[src/design/io_write_notifier_match_table_assert.svh]
// Assertion macros shared by the notifier match table RTL.
// Each macro expects clk and rst_n to be visible where it is used.
`ifndef IO_WRITE_NOTIFIER_MATCH_TABLE_ASSERT_SVH
`define IO_WRITE_NOTIFIER_MATCH_TABLE_ASSERT_SVH

`ifndef SYNTHESIS

// Property checked at every clock edge outside reset.
`define IWN_ASSERT(lbl, prop) \
    lbl: assert property (@(posedge clk) disable iff (!rst_n) prop) \
        else $error("notifier match table assertion failed");

// Property checked at every clock edge, reset included.
`define IWN_ASSERT_ALWAYS(lbl, prop) \
    lbl: assert property (@(posedge clk) prop) \
        else $error("notifier match table assertion failed");

`else

`define IWN_ASSERT(lbl, prop)
`define IWN_ASSERT_ALWAYS(lbl, prop)

`endif

`endif

[src/design/iwn_pkg.sv]
`default_nettype none

package iwn_pkg;

    localparam int TABLE_ENTRIES = 16;
    localparam int MAX_RESULTS   = 16;
    localparam int IDX_W         = (TABLE_ENTRIES > 1) ? $clog2(TABLE_ENTRIES) : 1;
    localparam int CNT_W         = $clog2(MAX_RESULTS + 1);

    localparam int CMD_W    = 2;
    localparam int ADDR_W   = 64;
    localparam int SIZE_W   = 4;
    localparam int VALUE_W  = 64;
    localparam int FLAGS_W  = 3;
    localparam int TARGET_W = 32;
    localparam int STATUS_W = 3;

    localparam logic [CMD_W-1:0] CMD_ADD    = 2'd0;
    localparam logic [CMD_W-1:0] CMD_REMOVE = 2'd1;
    localparam logic [CMD_W-1:0] CMD_FIRE   = 2'd2;
    localparam logic [CMD_W-1:0] CMD_NONE   = 2'd3;

    localparam logic [STATUS_W-1:0] STATUS_OK       = 3'd0;
    localparam logic [STATUS_W-1:0] STATUS_DUP      = 3'd1;
    localparam logic [STATUS_W-1:0] STATUS_NOTFOUND = 3'd2;
    localparam logic [STATUS_W-1:0] STATUS_FULL     = 3'd3;
    localparam logic [STATUS_W-1:0] STATUS_NOMATCH  = 3'd4;

    localparam int FLAG_ANY_SIZE  = 0;
    localparam int FLAG_ANY_VALUE = 1;

    typedef struct packed {
        logic [ADDR_W-1:0]   addr;
        logic [SIZE_W-1:0]   size;
        logic [VALUE_W-1:0]  value;
        logic [FLAGS_W-1:0]  flags;
        logic [TARGET_W-1:0] target;
    } entry_t;

endpackage

`default_nettype wire

[src/design/iwn_req_if.sv]
`default_nettype none

interface iwn_req_if;
    logic                         valid;
    logic                         ready;
    logic [iwn_pkg::CMD_W-1:0]    command;
    logic [iwn_pkg::ADDR_W-1:0]   access_addr;
    logic [iwn_pkg::SIZE_W-1:0]   access_size;
    logic [iwn_pkg::VALUE_W-1:0]  access_value;
    logic [iwn_pkg::FLAGS_W-1:0]  match_flags;
    logic [iwn_pkg::TARGET_W-1:0] target_id;

    modport source (
        output valid, command, access_addr, access_size, access_value,
               match_flags, target_id,
        input  ready
    );

    modport sink (
        input  valid, command, access_addr, access_size, access_value,
               match_flags, target_id,
        output ready
    );
endinterface

`default_nettype wire

[src/design/iwn_rsp_if.sv]
`default_nettype none

interface iwn_rsp_if;
    logic                         valid;
    logic                         ready;
    logic [iwn_pkg::STATUS_W-1:0] status;
    logic [iwn_pkg::TARGET_W-1:0] notify_target;
    logic                         last_result;

    modport source (
        output valid, status, notify_target, last_result,
        input  ready
    );

    modport sink (
        input  valid, status, notify_target, last_result,
        output ready
    );
endinterface

`default_nettype wire

[src/design/io_write_notifier_match_table.sv]
// The block takes one request at a time and accepts no new one until the final result
// is loaded into the output register; the single comparator visits one table slot per
// cycle while the scan is not paused by a stalled result port.
// A fire presents one result per match, each held back until the next match or the scan end.
// Reset (rst_n, asynchronous, active low) clears all entry valid bits and the sequencer at
// once; there is no clearing pass and the block is ready as soon as reset is released.
`default_nettype none

`include "io_write_notifier_match_table_assert.svh"

module io_write_notifier_match_table (
    input  wire logic   clk,
    input  wire logic   rst_n,
    iwn_req_if.sink     req,
    iwn_rsp_if.source   rsp
);

    // Sequencer states: idle, scanning the table, presenting the final result.
    localparam logic [1:0] ST_IDLE = 2'd0;
    localparam logic [1:0] ST_SCAN = 2'd1;
    localparam logic [1:0] ST_DONE = 2'd2;

    localparam logic [iwn_pkg::IDX_W-1:0] LAST_IDX = iwn_pkg::IDX_W'(iwn_pkg::TABLE_ENTRIES - 1);
    localparam logic [iwn_pkg::CNT_W-1:0] MAX_CNT  = iwn_pkg::CNT_W'(iwn_pkg::MAX_RESULTS);

    logic [1:0] state_reg;
    logic [1:0] state_next;

    // The table itself: valid bits in flip-flops, entry contents in a memory.
    logic [iwn_pkg::TABLE_ENTRIES-1:0] valid_reg;
    iwn_pkg::entry_t                   mem [iwn_pkg::TABLE_ENTRIES];

    // The request being worked on.
    logic [iwn_pkg::CMD_W-1:0] req_cmd_reg;
    iwn_pkg::entry_t           req_ent_reg;

    // Read stage: slot index being issued, and the registered entry being compared.
    logic [iwn_pkg::IDX_W-1:0] scan_idx_reg;
    logic                      issue_vld_reg;
    logic [iwn_pkg::IDX_W-1:0] rd_idx_reg;
    logic                      rd_vld_reg;
    iwn_pkg::entry_t           rd_data_reg;

    // Scan results gathered slot by slot.
    logic                         found_reg;
    logic [iwn_pkg::IDX_W-1:0]    found_idx_reg;
    logic                         free_found_reg;
    logic [iwn_pkg::IDX_W-1:0]    free_idx_reg;
    logic                         pend_vld_reg;
    logic [iwn_pkg::TARGET_W-1:0] pend_target_reg;
    logic [iwn_pkg::CNT_W-1:0]    hit_cnt_reg;

    // Output register.
    logic                         out_vld_reg;
    logic [iwn_pkg::STATUS_W-1:0] out_status_reg;
    logic [iwn_pkg::TARGET_W-1:0] out_target_reg;
    logic                         out_last_reg;

    logic                         accept;
    logic                         cmp_hit;
    logic                         ent_valid;
    logic                         ent_hit;
    logic                         take;
    logic                         out_free;
    logic                         emit;
    logic                         stall;
    logic                         adv;
    logic                         scan_end;
    logic                         mem_re;
    logic                         mem_we;
    logic                         done_load;
    logic [iwn_pkg::STATUS_W-1:0] fin_status;
    logic [iwn_pkg::TARGET_W-1:0] fin_target;
    iwn_pkg::entry_t              in_ent;

    // One comparator serves every command; add and remove ask for the exact test.
    iwn_cmp u_cmp (
        .entry (rd_data_reg),
        .probe (req_ent_reg),
        .exact (req_cmd_reg != iwn_pkg::CMD_FIRE),
        .hit   (cmp_hit)
    );

    always_comb
    begin
        in_ent.addr   = req.access_addr;
        in_ent.size   = req.access_size;
        in_ent.value  = req.access_value;
        in_ent.flags  = req.match_flags;
        in_ent.target = req.target_id;

        accept    = req.valid && req.ready;
        ent_valid = valid_reg[rd_idx_reg];
        ent_hit   = ent_valid && cmp_hit;
        take      = ent_hit && (req_cmd_reg == iwn_pkg::CMD_FIRE) && (hit_cnt_reg < MAX_CNT);
        out_free  = !out_vld_reg || rsp.ready;

        // A fire match is held back until the next one turns up, so that only the
        // final match of the scan carries the last-result mark. Releasing the held
        // match needs a free output register; otherwise the scan pauses.
        emit      = (state_reg == ST_SCAN) && rd_vld_reg && (req_cmd_reg == iwn_pkg::CMD_FIRE)
                    && take && pend_vld_reg;
        stall     = emit && !out_free;
        adv       = (state_reg == ST_SCAN) && !stall;
        scan_end  = adv && rd_vld_reg && (rd_idx_reg == LAST_IDX);
        mem_re    = adv && issue_vld_reg;
        done_load = (state_reg == ST_DONE) && out_free;

        fin_target = '0;
        unique case (req_cmd_reg)
            iwn_pkg::CMD_ADD:
            begin
                // The full check comes before the duplicate check.
                if (!free_found_reg)
                    fin_status = iwn_pkg::STATUS_FULL;
                else if (found_reg)
                    fin_status = iwn_pkg::STATUS_DUP;
                else
                    fin_status = iwn_pkg::STATUS_OK;
            end
            iwn_pkg::CMD_REMOVE:
            begin
                fin_status = found_reg ? iwn_pkg::STATUS_OK : iwn_pkg::STATUS_NOTFOUND;
            end
            default:
            begin
                fin_status = pend_vld_reg ? iwn_pkg::STATUS_OK : iwn_pkg::STATUS_NOMATCH;
                fin_target = pend_vld_reg ? pend_target_reg : '0;
            end
        endcase

        mem_we = done_load && (req_cmd_reg == iwn_pkg::CMD_ADD) && free_found_reg && !found_reg;
    end

    always_comb
    begin
        state_next = state_reg;
        unique case (state_reg)
            ST_IDLE:
            begin
                if (accept && (req.command != iwn_pkg::CMD_NONE))
                    state_next = ST_SCAN;
            end
            ST_SCAN:
            begin
                if (scan_end)
                    state_next = ST_DONE;
            end
            ST_DONE:
            begin
                if (out_free)
                    state_next = ST_IDLE;
            end
            default:
            begin
                state_next = ST_IDLE;
            end
        endcase
    end

    assign req.ready = (state_reg == ST_IDLE);

    assign rsp.valid         = out_vld_reg;
    assign rsp.status        = out_status_reg;
    assign rsp.notify_target = out_target_reg;
    assign rsp.last_result   = out_last_reg;

    // Entry memory: one write port for add, one registered read port for the scan.
    always_ff @(posedge clk)
    begin
        if (mem_we)
            mem[free_idx_reg] <= req_ent_reg;
        if (mem_re)
        begin
            rd_data_reg <= mem[scan_idx_reg];
            rd_idx_reg  <= scan_idx_reg;
        end
    end

    // Request and result payload registers.
    always_ff @(posedge clk)
    begin
        if (accept)
        begin
            req_cmd_reg <= req.command;
            req_ent_reg <= in_ent;
        end
        if (adv && rd_vld_reg && take)
            pend_target_reg <= rd_data_reg.target;
        if (adv && rd_vld_reg && ent_hit && !found_reg)
            found_idx_reg <= rd_idx_reg;
        if (adv && rd_vld_reg && !ent_valid && !free_found_reg)
            free_idx_reg <= rd_idx_reg;
        if (emit && out_free)
        begin
            out_status_reg <= iwn_pkg::STATUS_OK;
            out_target_reg <= pend_target_reg;
            out_last_reg   <= 1'b0;
        end
        else if (done_load)
        begin
            out_status_reg <= fin_status;
            out_target_reg <= fin_target;
            out_last_reg   <= 1'b1;
        end
    end

    // Control state.
    always_ff @(posedge clk or negedge rst_n)
    begin
        if (!rst_n)
        begin
            state_reg      <= ST_IDLE;
            valid_reg      <= '0;
            scan_idx_reg   <= '0;
            issue_vld_reg  <= 1'b0;
            rd_vld_reg     <= 1'b0;
            found_reg      <= 1'b0;
            free_found_reg <= 1'b0;
            pend_vld_reg   <= 1'b0;
            hit_cnt_reg    <= '0;
            out_vld_reg    <= 1'b0;
        end
        else
        begin
            state_reg <= state_next;

            if (accept)
            begin
                scan_idx_reg   <= '0;
                issue_vld_reg  <= (req.command != iwn_pkg::CMD_NONE);
                rd_vld_reg     <= 1'b0;
                found_reg      <= 1'b0;
                free_found_reg <= 1'b0;
                pend_vld_reg   <= 1'b0;
                hit_cnt_reg    <= '0;
            end
            else if (adv)
            begin
                // Issue side walks the slots once.
                rd_vld_reg <= issue_vld_reg;
                if (issue_vld_reg)
                begin
                    if (scan_idx_reg == LAST_IDX)
                        issue_vld_reg <= 1'b0;
                    else
                        scan_idx_reg <= scan_idx_reg + 1'b1;
                end

                // Compare side records the lowest equal and lowest free slots, and
                // counts fire matches up to the result limit.
                if (rd_vld_reg)
                begin
                    if (ent_hit)
                        found_reg <= 1'b1;
                    if (!ent_valid)
                        free_found_reg <= 1'b1;
                    if (take)
                    begin
                        pend_vld_reg <= 1'b1;
                        hit_cnt_reg  <= hit_cnt_reg + 1'b1;
                    end
                end
            end

            if (mem_we)
                valid_reg[free_idx_reg] <= 1'b1;
            else if (done_load && (req_cmd_reg == iwn_pkg::CMD_REMOVE) && found_reg)
                valid_reg[found_idx_reg] <= 1'b0;

            if ((emit && out_free) || done_load)
                out_vld_reg <= 1'b1;
            else if (rsp.ready)
                out_vld_reg <= 1'b0;
        end
    end

    // The read pipeline is empty whenever the sequencer is not scanning.
    `IWN_ASSERT_ALWAYS(a_idle_pipe_empty, (state_reg != ST_SCAN) |-> (!rd_vld_reg && !issue_vld_reg))
    // The number of reported fire matches never passes the result limit.
    `IWN_ASSERT_ALWAYS(a_hit_cnt_limit, hit_cnt_reg <= MAX_CNT)
    // A held fire match exists only while a fire command is in hand.
    `IWN_ASSERT(a_pend_fire_only, pend_vld_reg |-> (req_cmd_reg == iwn_pkg::CMD_FIRE))
    // A paused scan keeps the entry under comparison.
    `IWN_ASSERT(a_stall_holds, (state_reg == ST_SCAN && stall) |=> $stable(rd_idx_reg))
    // The table is never written and read in the same cycle.
    `IWN_ASSERT(a_no_rw_overlap, !(mem_we && mem_re))

endmodule

`default_nettype wire

[src/design/iwn_cmp.sv]
`default_nettype none

// Shared entry comparator. In exact mode the target and flags must also agree,
// which is the test used by add and remove; otherwise it is the fire match.
module iwn_cmp (
    input  wire iwn_pkg::entry_t entry,
    input  wire iwn_pkg::entry_t probe,
    input  wire logic            exact,
    output logic                 hit
);

    logic addr_eq;
    logic size_ok;
    logic value_ok;
    logic extra_ok;

    always_comb
    begin
        addr_eq  = (entry.addr == probe.addr);
        size_ok  = entry.flags[iwn_pkg::FLAG_ANY_SIZE] || (entry.size == probe.size);
        value_ok = entry.flags[iwn_pkg::FLAG_ANY_VALUE] || (entry.value == probe.value);
        extra_ok = !exact || ((entry.target == probe.target) && (entry.flags == probe.flags));
        hit      = addr_eq && size_ok && value_ok && extra_ok;
    end

endmodule

`default_nettype wire

[src/flat_wrapper.sv]
// flat-port wrapper written by rule: the top's interface ports become plain ports
module io_write_notifier_match_table_flat 
  (clk, rst_n, req_valid, req_command, req_access_addr, req_access_size, req_access_value, req_match_flags, req_target_id, req_ready, rsp_valid, rsp_status, rsp_notify_target, rsp_last_result, rsp_ready);
  iwn_req_if req_i ();
  iwn_rsp_if rsp_i ();
  input  wire logic clk;
  input  wire logic rst_n;
  input wire logic [$bits(req_i.valid)-1:0] req_valid;
  input wire logic [$bits(req_i.command)-1:0] req_command;
  input wire logic [$bits(req_i.access_addr)-1:0] req_access_addr;
  input wire logic [$bits(req_i.access_size)-1:0] req_access_size;
  input wire logic [$bits(req_i.access_value)-1:0] req_access_value;
  input wire logic [$bits(req_i.match_flags)-1:0] req_match_flags;
  input wire logic [$bits(req_i.target_id)-1:0] req_target_id;
  output wire logic [$bits(req_i.ready)-1:0] req_ready;
  output wire logic [$bits(rsp_i.valid)-1:0] rsp_valid;
  output wire logic [$bits(rsp_i.status)-1:0] rsp_status;
  output wire logic [$bits(rsp_i.notify_target)-1:0] rsp_notify_target;
  output wire logic [$bits(rsp_i.last_result)-1:0] rsp_last_result;
  input wire logic [$bits(rsp_i.ready)-1:0] rsp_ready;
  assign req_i.valid = req_valid;
  assign req_i.command = req_command;
  assign req_i.access_addr = req_access_addr;
  assign req_i.access_size = req_access_size;
  assign req_i.access_value = req_access_value;
  assign req_i.match_flags = req_match_flags;
  assign req_i.target_id = req_target_id;
  assign req_ready = req_i.ready;
  assign rsp_valid = rsp_i.valid;
  assign rsp_status = rsp_i.status;
  assign rsp_notify_target = rsp_i.notify_target;
  assign rsp_last_result = rsp_i.last_result;
  assign rsp_i.ready = rsp_ready;
  io_write_notifier_match_table u_core (.clk(clk), .rst_n(rst_n), .req(req_i), .rsp(rsp_i));
endmodule
[config.mk]
export PLATFORM = sky130hd
export DESIGN_NAME = io_write_notifier_match_table_flat
export DESIGN_NICKNAME = d
export VERILOG_FILES = /design/src/design/iwn_pkg.sv /design/src/design/iwn_req_if.sv /design/src/design/iwn_rsp_if.sv /design/src/design/io_write_notifier_match_table.sv /design/src/design/iwn_cmp.sv /design/src/flat_wrapper.sv
export VERILOG_INCLUDE_DIRS = /design/src /design/src/design
export SDC_FILE = /design/constraint.sdc
export NUM_CORES = 2
export LEC_CHECK = 0
export BUFFER_PORTS_ARGS = -buffer_cell sky130_fd_sc_hd__buf_2
export CORE_MARGIN = 5
export CORE_UTILIZATION = 56
export DETAILED_ROUTE_END_ITERATION = 8
export GPL_TIMING_DRIVEN = 0
export PLACE_DENSITY_LB_ADDON = 0.08
export SLEW_MARGIN = 15
export SYNTH_ARGS = -nofsm -noshare
export SYNTH_HDL_FRONTEND = slang
export SYNTH_SLANG_ARGS = --single-unit
[constraint.sdc]
create_clock -name clk -period 14.5 [get_ports clk]
set_clock_uncertainty 0.15 [all_clocks]
set_input_delay 1.45 -clock clk [delete_from_list [all_inputs] [get_ports clk]]
set_output_delay 1.45 -clock clk [all_outputs]
set_load 0.005 [all_outputs]
==> flow_results.org <==
** Drt
- Antenna-violating nets left :: 0
- Total vias in the final route :: roughly 62,000
- The first detailed-routing pass took 5 iterations.
- For this run, design rule violations remaining after detail routing come to 0.
- DRT iter0 DRCs :: 8,272
- Dividing the detail-routed wire length by the instance count gives roughly 33 um.
- Average vias per placed instance :: ~6.4
- Routed wire length :: roughly 320,000 um

** CTS
- Number of buffers added by the clock tree synthesis step :: around 330
- After clock tree synthesis, the clock-pin slew on the worst setup and hold paths is ~60 ps.
- TritonCTS built the clock tree.
- Number of H-tree levels :: 5
- Later-pin clock latency in the skew report :: 950 ps
- Buffer count from post-CTS setup fixing :: 0
- Clock tree buffer depth :: 4
- Gates resized during post-CTS repair numbered 0.
- Cts hold-fix bufs :: 0
- Root buf cell :: clkbuf_16
- The clock net in this run drives a total of about 3,100 sinks.

** Finish
- Cells with a size suffix above 1 make up around a fifth of the layout.
- The register with the most flip-flops in the layout has between 2,000 and 3,000 of them.
- The library cell used most frequently in the layout, excluding fill and tap cells, is edfxtp_1.
- Relative to the synthesized area, the layout overhead comes to 16.1%.
- Commonest cells after routing, fill and taps aside :: edfxtp_1 (3,084), mux2i_1 (507), o21ai_0 (337), mux4_2 (334), clkbuf_16 (332)
- In the final design database the tool counted 6,773 nets.

** Timing
- Tightest hold margin :: 290 ps
- Total count of max-transition violations in the final report :: 0
- Final hold violation count :: 0
- Final critical delay including setup and external delays :: 6060 ps
- In this run the tightest slew margin relative to its limit is around 16%.
- Final clock period utilization by the worst path :: 41.8%
- RSZ-0062 raised after global routing :: false
- Setup total negative slack on the finished layout was measured at 0 ps.
- Maximum operating frequency :: roughly 170 MHz
- For the pin with the worst max-slew slack, the measured transition is ~1300 ps.
- Count of final setup violators :: 0

** GRT
- For this run the aggregate overflow at the end of global routing stands at 0.
- Aggregate global-route resource usage :: ~29%
- GR met1 Demand/Resource :: between 40% and 50%
- Number of global-route vias before repair :: approximately 61,000
- The first global-routing pass estimated 446,000 um of wire.
- Largest net degree at the start of global routing :: 65
- GRT busiest layer :: met2
- Global routing consumed, on the met2 layer, between 40% and 50% of the routing resources.
- Initial antenna violation count :: 15
- For met3 alone, demand over resource in global routing was about 5.3%.

** Place
- Port Buffer Count :: 210
- Placed wire-length estimate :: between 200,000 and 250,000 um
- The congestion estimate from routability-driven global placement came to between 0.7 and 0.8.

** Yosys
- During synthesis, Yosys emitted a total of 0 warnings.
- The number of different library cells used by synthesis comes to 48.
- Cell type contributing the most total cell area after synthesis :: edfxtp_1
- The synthesized design devotes to its leading area cell type roughly four fifths of total area.
- Post-synthesis cell count :: 5,834
- Counting flops and latches in the post-synthesis netlist gives 3,121.
- Biggest area contributors in the synthesized netlist :: edfxtp_1 (78%), mux4_2 (6.4%), mux2i_1 (4.3%), mux2_2 (1.6%), o21ai_0 (1.4%)
- For this run, the register share of the synthesized area comes to approximately four fifths.
- The cell area that synthesis handed to floorplanning was around 120,000 um^2.
- Post-synth EDFFs :: between 3,000 and 4,000
- The average instance in the mapped netlist occupies 20.2 um^2.
- Leading register cell type out of synthesis :: edfxtp_1
- Total nets after synthesis :: approximately 6,000
- Of all flip-flops after synthesis, the portion carrying an async set or reset was 1.06%.

** Pwr
- Largest vdd supply drop :: around 0.00016 V
- Leakage power :: roughly 45 nW
- For this design the ratio of total power to cell area is around 190 nW/um^2.

** Setup path
- STA puts the critical path data required time at around 15,000 ps.
- Slowest stage cell, crit path :: nand4_1
- At the worst endpoint, the arrival time is ~6600 ps.
- Element type at the critical path end :: flop
- Worst-path fanout max :: 18
- Grouping stages by cell kind, the critical path spends the most delay in simple AND/OR/NAND/NOR gates.
- Delay of the slowest cell on the worst path :: 1000 ps
- Critical Path, Cell by Cell :: xnor2_1 > nand4_1 > nor4_1 > nand4_1 > a2111oi_4 > nor2_4 > buf_16 > buf_12 > buf_12 > buf_12
- Type of the setup path with the least slack :: flop to flop
- Together, buffers and inverters on the worst path number 4.
- STA classifies the critical path startpoint as a flop.
- Dominant cell type by count on the critical path :: buf_12

** Job
- MaxCap Viol Count :: 0

** Floorplanning
- In this run the vertical extent of the chip is 469 um.
- The die covers between 200,000 and 250,000 um^2.
- Chip Width :: 469 um
- Floorplan row count :: 168
- Once the floorplan was initialized, standard cells occupied a little under three fifths of the core.
- 211 I/O pins were placed.
- After floorplanning, the core was sized to cover ~210,000 um^2.

** Worst hold path
- Path type of the worst min-delay path :: flop to flop

** Run status
- Run status :: finished clean
cell usage after synthesis (3+ instances only):
| cell type | instances |
|---|---|
| dfrtp_1 | 33 |
| nand2b_1 | 13 |
| xnor2_1 | 100 |
| nand4_1 | 30 |
| a2bb2oi_1 | 3 |
| nand2_1 | 193 |
| nand3b_1 | 3 |
| o22a_1 | 9 |
| nand3_1 | 7 |
| o21ai_0 | 337 |
| mux2_2 | 169 |
| a21oi_1 | 172 |
| and2_1 | 3 |
| inv_1 | 7 |
| o21a_1 | 3 |
| mux4_1 | 4 |
| edfxtp_1 | 3084 |
| nor2b_1 | 6 |
| nor2_1 | 29 |
| dfxtp_1 | 4 |
| a221oi_1 | 168 |
| clkbuf_1 | 200 |
| buf_1 | 80 |
| buf_2 | 9 |
| nor3b_1 | 3 |
| nor3_1 | 9 |
| a22oi_1 | 167 |
| and3_1 | 33 |
| xor2_1 | 67 |
| mux2i_1 | 507 |
| o32a_1 | 3 |
| nor4_1 | 24 |
| mux4_2 | 334 |
metrics by stage:
step	cells	total power (W)	util [%]	worst slack, ps	cell area (um^2)
CTS	9624	0.0256	65.4	8480	137000
global route	9627	0.0264	65.4	8430	137000
global placement	8849	0.0178	58.5	-6220	123000
finish	9635	0.0255	65.4	8440	137000
floorplan	5834	0.0152	-	4280	118000
detailed placement	9073	0.0179	60.7	8530	127000
tightest hold or removal path: stages, from the launching register on:
cell and delay [ps]:
dfxtp_1 300, inv_1 40, a21oi_1 50
layer usage:
metal / share of wire, % / wire length (um)
met5: 0.0086 / 27
met4: 3.0 / 9420
met3: 9.5 / 30200
met2: 47 / 148000
met1: 41 / 128000
report_power, final:
group / total, W / switching, W / internal (W)
combinational: 0.00657 / 0.00416 / 0.00241
sequential: 0.0112 / 0.000469 / 0.0107
clock: 0.00776 / 0.00330 / 0.00446
total: 0.0255 / 0.00792 / 0.0176
cell families after synthesis:
logic type      count (synthesis)  share of synthesized area (%)
fa+ha+maj                       2                         0.0212
xor+xnor                      167                           1.24
flops                        3121                           79.3
compound gates                872                           4.71
buf+inv                       296                          0.951
simple gates                  362                           1.45
mux                          1014                           12.4
cell type report:
class	instances	area, um^2
antenna	10	25.0
buffer	289	1140
clock buffer	389	8520
clock inverter	162	1180
fill	14000	72500
inverter	7	33.8
multi-input combinational	2417	23500
sequential	3121	93500
tap	2805	3510
timing repair buffer	435	5590
final timing paths:
path / from / end / slack [ps] / depth (start not counted)
setup / recovery: u_core.req_ent_reg[70] / u_core.rd_data_reg[59] / 8440 / 10
hold / removal: u_core.rsp.last_result / u_core.rsp.last_result / 290 / 2
setup reg to reg: u_core.req_ent_reg[70] / u_core.rd_data_reg[59] / 8440 / 10
hold reg to reg: u_core.rsp.last_result / u_core.rsp.last_result / 290 / 2
max in group asynchronous: rst_n / u_core.hit_cnt_reg[0] / 13200 / 1
min in group asynchronous: rst_n / u_core.rsp.valid / 450 / 1
(Power assumes the default switching activity.)
